### src/design/dltq_pkg.sv
// Shared types and constants for the delta list timer queue.
`default_nettype none
package dltq_pkg;
  localparam int QueueDepthDefault = 16;
  localparam int DelayBitsDefault  = 16;
  localparam int MaxResults        = 16;
  localparam int TaskBits          = 8;
  localparam int InDataBits        = 32;
  localparam int OutDataBits       = 16;

  typedef enum logic [1:0] {
    MODE_INSERT = 2'd0,
    MODE_TICK   = 2'd1,
    MODE_REMOVE = 2'd2,
    MODE_NONE   = 2'd3
  } mode_t;

  typedef enum logic [2:0] {
    ST_OK       = 3'd0,
    ST_NULL     = 3'd1,
    ST_BADDELAY = 3'd2,
    ST_FULL     = 3'd3,
    ST_NOTFOUND = 3'd4,
    ST_RELEASED = 3'd5,
    ST_NONE     = 3'd6
  } status_t;

  // Cell operation broadcast to every cell of the chain.
  typedef enum logic [2:0] {
    OP_HOLD  = 3'd0,
    OP_SHR   = 3'd1,  // make room at index pos, write new entry there
    OP_SHL   = 3'd2,  // close gap at index pos
    OP_DEC   = 3'd3,  // count head down
    OP_SUB   = 3'd4,  // subtract value from delta at pos
    OP_ADD   = 3'd5   // add value to delta at pos
  } cell_op_t;
endpackage
`default_nettype wire

### src/design/dltq_cell.sv
// One slot of the delta list: holds an entry and trades it with neighbors.
`default_nettype none
module dltq_cell
  import dltq_pkg::*;
#(
  parameter int DelayBits = DelayBitsDefault,
  parameter int IdxBits   = 4
) (
  input  wire logic                 clk,
  input  wire cell_op_t             op,
  input  wire logic [IdxBits-1:0]   pos,
  input  wire logic [IdxBits-1:0]   self_idx,
  input  wire logic [DelayBits-1:0] value,
  input  wire logic [TaskBits-1:0]  new_task,
  input  wire logic                 new_waits,
  input  wire logic [TaskBits-1:0]  left_task,
  input  wire logic [DelayBits-1:0] left_delta,
  input  wire logic                 left_waits,
  input  wire logic [TaskBits-1:0]  right_task,
  input  wire logic [DelayBits-1:0] right_delta,
  input  wire logic                 right_waits,
  output logic      [TaskBits-1:0]  task_q,
  output logic      [DelayBits-1:0] delta_q,
  output logic                      waits_q
);
  always_ff @(posedge clk) begin
    unique case (op)
      OP_SHR: begin
        if (self_idx == pos) begin
          task_q  <= new_task;
          delta_q <= value;
          waits_q <= new_waits;
        end else if (self_idx > pos) begin
          task_q  <= left_task;
          delta_q <= left_delta;
          waits_q <= left_waits;
        end
      end
      OP_SHL: begin
        if (self_idx >= pos) begin
          task_q  <= right_task;
          delta_q <= right_delta;
          waits_q <= right_waits;
        end
      end
      OP_DEC: if (self_idx == '0) delta_q <= delta_q - 1'b1;
      OP_SUB: if (self_idx == pos) delta_q <= delta_q - value;
      OP_ADD: if (self_idx == pos) delta_q <= delta_q + value;
      default: ;
    endcase
  end
endmodule
`default_nettype wire

### src/design/delta_list_timer_queue_core.sv
// Top level of the delta list timer queue: sequencer over a chain of cells.
// The queue is a row of QUEUE_DEPTH cells, slot 0 the head, each holding a
// task id, a delta and a timed-wait flag. A sequencer drives all cells with
// one shared operation per cycle; a shift moves every entry one cell at
// once. An insert or remove scans the list one entry a cycle; a tick counts
// the head down, then releases the leading tasks whose delta is zero, one at
// a time (up to 16 released per tick). Results leave through an output
// register, one item at a time; the next input item is taken once the last
// result of the current one has been handed off. Mode 3 gives no result.
`default_nettype none
module delta_list_timer_queue_core
  import dltq_pkg::*;
#(
  parameter int QUEUE_DEPTH = QueueDepthDefault,
  parameter int DELAY_BITS  = DelayBitsDefault
) (
  input  wire logic                   clk,
  input  wire logic                   rst,
  input  wire logic                   s_tvalid,
  output logic                        s_tready,
  // mode[1:0], task_id[9:2], delay[25:10], timed_wait[26], zeros above
  input  wire logic [InDataBits-1:0]  s_tdata,
  output logic                        m_tvalid,
  input  wire logic                   m_tready,
  // status[2:0], released_task[10:3], timed_out[11], zeros above
  output logic [OutDataBits-1:0]      m_tdata,
  output logic                        m_tlast
);
  localparam int IdxBits = $clog2(QUEUE_DEPTH);
  localparam int CntBits = $clog2(QUEUE_DEPTH + 1);
  localparam int RelBits = $clog2(MaxResults + 1);
  localparam logic [DELAY_BITS-1:0] DelayMax = {DELAY_BITS{1'b1}};

  typedef enum logic [2:0] {
    S_IDLE, S_SCAN_INS, S_FIX_INS, S_SCAN_REM, S_TICK, S_OUT
  } state_t;

  state_t                state;
  logic [CntBits-1:0]    count;
  logic [CntBits-1:0]    idx;
  logic [DELAY_BITS:0]   sum;
  logic [DELAY_BITS-1:0] dly;
  logic [TaskBits-1:0]   tid;
  logic                  tw;
  logic [RelBits-1:0]    nrel;
  logic                  tick_done;

  cell_op_t              op;
  logic [IdxBits-1:0]    pos;
  logic [DELAY_BITS-1:0] value;
  logic                  out_load;

  logic [TaskBits-1:0]   ctask  [QUEUE_DEPTH];
  logic [DELAY_BITS-1:0] cdelta [QUEUE_DEPTH];
  logic                  cwaits [QUEUE_DEPTH];

  for (genvar g = 0; g < QUEUE_DEPTH; g++) begin : g_cell
    localparam int L = (g == 0) ? 0 : g - 1;
    localparam int R = (g == QUEUE_DEPTH - 1) ? g : g + 1;
    dltq_cell #(.DelayBits(DELAY_BITS), .IdxBits(IdxBits)) u_cell (
      .clk, .op, .pos, .self_idx(IdxBits'(g)), .value,
      .new_task(tid), .new_waits(tw),
      .left_task(ctask[L]), .left_delta(cdelta[L]), .left_waits(cwaits[L]),
      .right_task(ctask[R]), .right_delta(cdelta[R]), .right_waits(cwaits[R]),
      .task_q(ctask[g]), .delta_q(cdelta[g]), .waits_q(cwaits[g])
    );
  end

  // Input fields.
  logic [1:0]            in_mode;
  logic [TaskBits-1:0]   in_tid;
  logic [15:0]           in_dly_raw;
  logic [DELAY_BITS-1:0] in_dly;
  assign in_mode    = s_tdata[1:0];
  assign in_tid     = s_tdata[9:2];
  assign in_dly_raw = s_tdata[25:10];
  always_comb begin
    // Saturate a delay that does not fit in DELAY_BITS.
    if (DELAY_BITS < 16 && (in_dly_raw >> DELAY_BITS) != '0) in_dly = DelayMax;
    else in_dly = DELAY_BITS'(in_dly_raw);
  end

  logic [IdxBits-1:0]    cur_idx;
  logic [DELAY_BITS:0]   sum_next;
  logic                  at_end;
  assign at_end   = (idx >= count);
  assign cur_idx  = idx[IdxBits-1:0];
  assign sum_next = sum + (DELAY_BITS+1)'(cdelta[cur_idx]);

  assign s_tready = (state == S_IDLE) && !m_tvalid;

  // Cell operation for this cycle.
  always_comb begin
    op    = OP_HOLD;
    pos   = cur_idx;
    value = '0;
    unique case (state)
      S_SCAN_INS: if (at_end || sum_next > {1'b0, dly}) begin
        op    = OP_SHR;
        value = dly - sum[DELAY_BITS-1:0];
      end
      S_FIX_INS: begin
        op    = OP_SUB;
        value = dly - sum[DELAY_BITS-1:0];
      end
      S_SCAN_REM: if (!at_end && ctask[cur_idx] == tid) begin
        op = OP_SHL;
      end
      S_TICK: begin
        pos = '0;
        if (!tick_done && count != '0 && cdelta[0] != '0) op = OP_DEC;
        else if (count != '0 && cdelta[0] == '0 && (!m_tvalid || m_tready)
                 && nrel < RelBits'(MaxResults)) op = OP_SHL;
      end
      default: ;
    endcase
  end

  // Load a new result into the output register this cycle.
  always_comb begin
    out_load = 1'b0;
    unique case (state)
      S_IDLE: out_load = s_tvalid && s_tready &&
                         (((in_mode == MODE_INSERT) &&
                           (in_tid == '0 || in_dly_raw == '0 ||
                            count == CntBits'(QUEUE_DEPTH))) ||
                          ((in_mode == MODE_REMOVE) && in_tid == '0));
      S_SCAN_REM: out_load = at_end;
      S_TICK: out_load = (op == OP_SHL) || (op != OP_DEC && !m_tvalid);
      S_OUT: out_load = 1'b1;
      default: ;
    endcase
  end

  logic [DELAY_BITS-1:0] rem_delta;
  assign rem_delta = cdelta[cur_idx];

  always_ff @(posedge clk) begin
    if (rst) begin
      state     <= S_IDLE;
      count     <= '0;
      m_tvalid  <= 1'b0;
      m_tdata   <= '0;
      m_tlast   <= 1'b0;
      idx       <= '0;
      sum       <= '0;
      nrel      <= '0;
      tick_done <= 1'b0;
    end else begin
      m_tvalid <= out_load || (m_tvalid && !m_tready);
      unique case (state)
        S_IDLE: if (s_tvalid && s_tready) begin
          tid       <= in_tid;
          tw        <= s_tdata[26];
          dly       <= in_dly;
          idx       <= '0;
          sum       <= '0;
          nrel      <= '0;
          tick_done <= 1'b0;
          priority case (in_mode)
            MODE_INSERT: begin
              if (in_tid == '0) begin
                m_tlast  <= 1'b1;
                m_tdata  <= OutDataBits'(ST_NULL);
              end else if (in_dly_raw == '0) begin
                m_tlast  <= 1'b1;
                m_tdata  <= OutDataBits'(ST_BADDELAY);
              end else if (count == CntBits'(QUEUE_DEPTH)) begin
                m_tlast  <= 1'b1;
                m_tdata  <= OutDataBits'(ST_FULL);
              end else state <= S_SCAN_INS;
            end
            MODE_TICK: state <= S_TICK;
            MODE_REMOVE: begin
              if (in_tid == '0) begin
                m_tlast  <= 1'b1;
                m_tdata  <= OutDataBits'(ST_NULL);
              end else state <= S_SCAN_REM;
            end
            default: ;
          endcase
        end
        S_SCAN_INS: begin
          if (op == OP_SHR) begin
            count <= count + 1'b1;
            if (at_end) begin
              state <= S_OUT;
            end else begin
              idx   <= idx + 1'b1;
              state <= S_FIX_INS;
            end
          end else begin
            sum <= sum_next;
            idx <= idx + 1'b1;
          end
        end
        S_FIX_INS: state <= S_OUT;
        S_SCAN_REM: begin
          if (at_end) begin
            m_tlast  <= 1'b1;
            m_tdata  <= OutDataBits'(ST_NOTFOUND);
            state    <= S_IDLE;
          end else if (op == OP_SHL) begin
            count <= count - 1'b1;
            // Hand the removed delta on to the entry now at this index.
            sum   <= {1'b0, rem_delta};
            if ({1'b0, idx} + 1'b1 < (CntBits+1)'(count)) state <= S_FIX_INS;
            else state <= S_OUT;
            dly   <= '0;
          end else idx <= idx + 1'b1;
        end
        S_TICK: begin
          tick_done <= 1'b1;
          if (op == OP_DEC) begin
          end else if (op == OP_SHL) begin
            count    <= count - 1'b1;
            nrel     <= nrel + 1'b1;
            m_tdata  <= OutDataBits'({cwaits[0], ctask[0], ST_RELEASED});
            m_tlast  <= (count == CntBits'(1)) || (cdelta[1] != '0)
                        || (nrel + 1'b1 == RelBits'(MaxResults));
            if ((count == CntBits'(1)) || (cdelta[1] != '0)
                || (nrel + 1'b1 == RelBits'(MaxResults))) state <= S_IDLE;
          end else if (!m_tvalid) begin
            m_tlast  <= 1'b1;
            m_tdata  <= OutDataBits'(ST_NONE);
            state    <= S_IDLE;
          end
        end
        S_OUT: begin
          m_tlast  <= 1'b1;
          m_tdata  <= OutDataBits'(ST_OK);
          state    <= S_IDLE;
        end
        default: state <= S_IDLE;
      endcase
    end
  end

  // Remove reuses S_FIX_INS with dly = 0 and sum = removed delta: the
  // subtract then becomes an add of the removed delta.
  // (value = 0 - sum = -sum, so delta - value = delta + sum mod 2^bits.)

  a_count_bound: assert property (@(posedge clk) disable iff (rst)
    count <= CntBits'(QUEUE_DEPTH))
    else $error("entry count beyond depth");
  a_ready_idle: assert property (@(posedge clk) disable iff (rst)
    s_tready |-> state == S_IDLE)
    else $error("ready outside idle");
  a_tick_limit: assert property (@(posedge clk) disable iff (rst)
    nrel <= RelBits'(MaxResults))
    else $error("too many releases");
endmodule
`default_nettype wire

### config.mk
export PLATFORM = sky130hd
export DESIGN_NAME = delta_list_timer_queue_core
export DESIGN_NICKNAME = d
export VERILOG_FILES = /design/src/design/dltq_pkg.sv /design/src/design/dltq_cell.sv /design/src/design/delta_list_timer_queue_core.sv
export SDC_FILE = /design/constraint.sdc
export NUM_CORES = 2
export LEC_CHECK = 0
export BUFFER_PORTS_ARGS = -buffer_cell sky130_fd_sc_hd__buf_2
export CAP_MARGIN = 20
export CORE_MARGIN = 4
export CORE_UTILIZATION = 62
export DETAILED_ROUTE_END_ITERATION = 16
export GPL_TIMING_DRIVEN = 1
export PLACE_DENSITY = 0.79
export SETUP_SLACK_MARGIN = 0.1
export SYNTH_ARGS = -nofsm -noshare
export SYNTH_HDL_FRONTEND = slang
export SYNTH_SLANG_ARGS = --single-unit
### constraint.sdc
create_clock -name clk -period 13.15 [get_ports clk]
set_input_delay 0 -clock clk [delete_from_list [all_inputs] [get_ports clk]]
set_output_delay 0 -clock clk [all_outputs]
set_load 0.05 [all_outputs]
==> metrics.md <==
| Metric | Value |
|---|---|
| Outcome | finished clean |
| Port buffer count | 45 |
| HP Start | s_tdata[2] |
| Critical Path RT | 13.52 ns |
| Final design utilization | 67.4% |
| # resized after CTS | 0 |
| Ys async rst share | 0% |
| Synth Area in Simple Gates | 13.4% |
| Clk Latency, worst-skew pair | 0.63 ns |
| CP Launch Type | register |
| Slowest cell delay on critical path | 0.90 ns |
| First-pass GRT wire length | 193 mm |
| Final period util | 91.1% |
| Reg clk slew, reported paths | 0.06 ns |
| TritonCTS buffer count | 55 |
| Initial core utilization | 62.5% |
| CTS tree | yes |
| Number of synthesis warnings | 0 |
| Min-delay worst type | in -> reg |
| Post-synthesis adder-cell area fraction | 10.3% |
| Die width | 265 um |
| Most common cell in the netlist | nand2_1 |
| Grt ovf | 0 |
| I/O Pins | 55 |
| Number of endpoints failing setup at the final stage | 0 |
| Worst reg2reg setup slack | 1.18 ns |
| Top cell type's share of synthesized area | 31.1% |
| Largest net degree at the start of global routing | 232 |
| EDFF count, synth | 425 |
| Clock Skew | 0.0170 ns |
| DRC | 0 |
| Placed Area | 0.0422 mm^2 |
| Hold EP | tid[0]$_DFFE_PP_ |
| Number of diodes | 0 |
| Core area | 0.0657 mm^2 |
| Top FF cell, synth | edfxtp_1 |
| Synth area leaders | edfxtp_1 (31%), ha_1 (9.4%), o21ai_0 (5.8%) |
| Antenna-violating nets left | 0 |
| Sequential-to-total area share from yosys stat | 33.5% |
| Synth cell count leaders | nand2_1 (599), o21ai_0 (480), edfxtp_1 (425), ha_1 (309), a21oi_1 (307) |
| GPL Wtd Cong | 0.945 |
| Setup TNS | 0 ns |
| Vias in the first global route | 34500 |
| Total GRT Usage | 34.1% |
| Mapped cell area | 0.0411 mm^2 |
| CP Data Arrival Time | 12.34 ns |
| Final Cell Area | 0.0443 mm^2 |
| WS Path Type | reg -> reg |
| R2r startpoint | idx[1]$_SDFFE_PP0P_ |
| Xor and xnor area share after synthesis | 5.42% |
| #FFs+latches synth | 475 |
| Synth cell types | 92 |
| Max Slew Vio Count | 0 |
| Largest family of logic cells by synthesized area | compound AO/OA/AOI/OAI gates |
| Drt initial violations | 4756 |
| Tmin final | 11.97 ns |
| Core Rows | 94 |
| Vias | 36300 |
| Multiplexer share of the synthesized area | 10.5% |
| Vias per inst | 6.82 |
| Max Cap Viol | 0 |
| Final Hold Viols | 0 |
| Clock root buffer | clkbuf_16 |
| H-Tree Depth | 2 |
| RR Endpoint | g_cell[12].u_cell.delta_q[15]$_DFFE_PP_ |
| CP Max Fanout | 16 |
| Critical path origin | idx[1]$_SDFFE_PP0P_ |
| Fraction of final layout cells sized beyond drive strength 1 | 9.04% |
| Initial antenna violation count | 0 |
| Synth area leader | edfxtp_1 |
| Unrepaired setup endpoints after global routing | false |
| Detailed Routing Iterations Pass 1 | 8 |
| Slew HR | 25.1% |
| Syn avg cell area | 9.23 um^2 |
| Max Fclk | 83.5 MHz |
| Die height | 265 um |
| Slew at the pin with the worst max-slew slack | 1.12 ns |
| Cells on worst reg2reg path | 35 |
| P&R area growth vs syn | 7.87% |
| WL/cell | 23.4 um |
| Crit. End Element | register |
| Die ar. | 0.0704 mm^2 |
| Slowest cell on crit path | xnor2_2 |
| Post-synthesis compound-gate area fraction | 23.1% |
| Hpwl dp | 90.2 mm |
| Cells after Synth | 4450 |
| DRT Wirelength | 124 mm |
| Clock net sink count | 475 |
| Longest Clk Path Bufs | 3 |
| Nets | 4779 |
| Fillers | 5149 |
| Hold Path Depth | 2 |
[how the worst max path moves through the flow]
| stage | endpoint | depth (start not counted) |
|---|---|---|
| after floorplan | g_cell[12].u_cell.delta_q[15]$_DFFE_PP_ | 40 |
| after global placement | g_cell[13].u_cell.delta_q[15]$_DFFE_PP_ | 35 |
| after detailed placement | g_cell[13].u_cell.delta_q[15]$_DFFE_PP_ | 35 |
| after CTS | g_cell[12].u_cell.delta_q[15]$_DFFE_PP_ | 35 |
| after global routing | g_cell[12].u_cell.delta_q[15]$_DFFE_PP_ | 36 |
| final | g_cell[12].u_cell.delta_q[15]$_DFFE_PP_ | 35 |
[logic make-up after synthesis]
kind of cell | Yosys count
adders and majority gates | 327
other | 1
muxes | 342
buffers and inverters | 379
xor gates and xnor gates | 228
and+or+nand+nor | 1238
AOI/OAI and AO/OA | 1460
DFF | 475
[placed cells by master, fill, tap and decap left out, types with 21 or more instances in the layout]
| cell type | count |
|---|---|
| nor3_1 | 80 |
| nand2_1 | 598 |
| o21ai_0 | 473 |
| nor2_1 | 239 |
| ha_1 | 309 |
| xnor2_1 | 142 |
| nand3_1 | 61 |
| inv_1 | 108 |
| a21o_1 | 71 |
| buf_2 | 45 |
| a211oi_1 | 53 |
| xor2_1 | 69 |
| o21a_1 | 25 |
| nand2b_1 | 36 |
| o41a_1 | 21 |
| and3_1 | 23 |
| o31ai_1 | 40 |
| edfxtp_1 | 425 |
| a21oi_1 | 304 |
| a22oi_1 | 157 |
| clkbuf_16 | 57 |
| and2_1 | 29 |
| or3_1 | 30 |
| buf_4 | 93 |
| nor2b_1 | 55 |
| a41o_1 | 22 |
| a221o_1 | 91 |
| dfxtp_1 | 46 |
| mux4_2 | 68 |
| a31oi_1 | 32 |
| mux2i_1 | 237 |
| dlygate4sd3_1 | 32 |
| mux2_2 | 37 |
[registers in the layout, summed over array words and instances, names as in the netlist]
signal and count:
count 5, g_cell.u_cell.task_q 128, state 3, nrel 5
m_tvalid 1, tid 8, dly 16, g_cell.u_cell.delta_q 256
sum 17, idx 5, tick_done 1, g_cell.u_cell.waits_q 16
tw 1, m_tdata 12, m_tlast 1
[stage by stage]
stage / instances / hold slack [ns] / worst slack, ns
after floorplan: 4453 / 0.0989 / 1.86
after global placement: 5189 / 0.192 / 1.62
after detailed placement: 5189 / 0.191 / 1.46
after CTS: 5321 / 0.0698 / 1.44
after global routing: 5323 / 0.105 / 0.691
final: 5323 / 0.112 / 1.18
[layer usage]
metal | vias to the layer above | GRT usage (%) | part of all wire, %
met5 | - | 0 | 0
met4 | 0 | 14.1 | 4.3
met3 | 297 | 5.82 | 11
met2 | 2092 | 53.2 | 44
met1 | 17100 | 47.6 | 40
li1 | 16800 | - | -
[worst max-delay path, delay by kind of cell, from the launching register on]
kind / cells / cell delay [ns]
buffers and inverters: 2 / 0.31
and+or+nand+nor: 8 / 2.69
AOI/OAI and AO/OA: 17 / 4.77
adders and majority gates: 5 / 2.01
DFF: 1 / 0.60
xor gates and xnor gates: 3 / 1.30
[repair_timing]
item	in CTS	in global routing
hold buffers	32	0
setup buffers	0	0
endpoints found under the hold margin	39	0
[area by class of cell]
cell class | count | area [um^2] | area share (%)
Sequential cell | 475 | 13800 | 31.1
Multi-Input combinational cell | 3599 | 26000 | 58.6
Tap cell | 864 | 1080 | 2.44
Clock buffer | 76 | 1530 | 3.46
Clock inverter | 24 | 201 | 0.455
Inverter | 110 | 427 | 0.963
Timing Repair Buffer | 175 | 1340 | 3.03
Power is left out: the tool's default activity adds up to more than one toggle a clock period on the data nets, which glitch-free logic cannot reach.
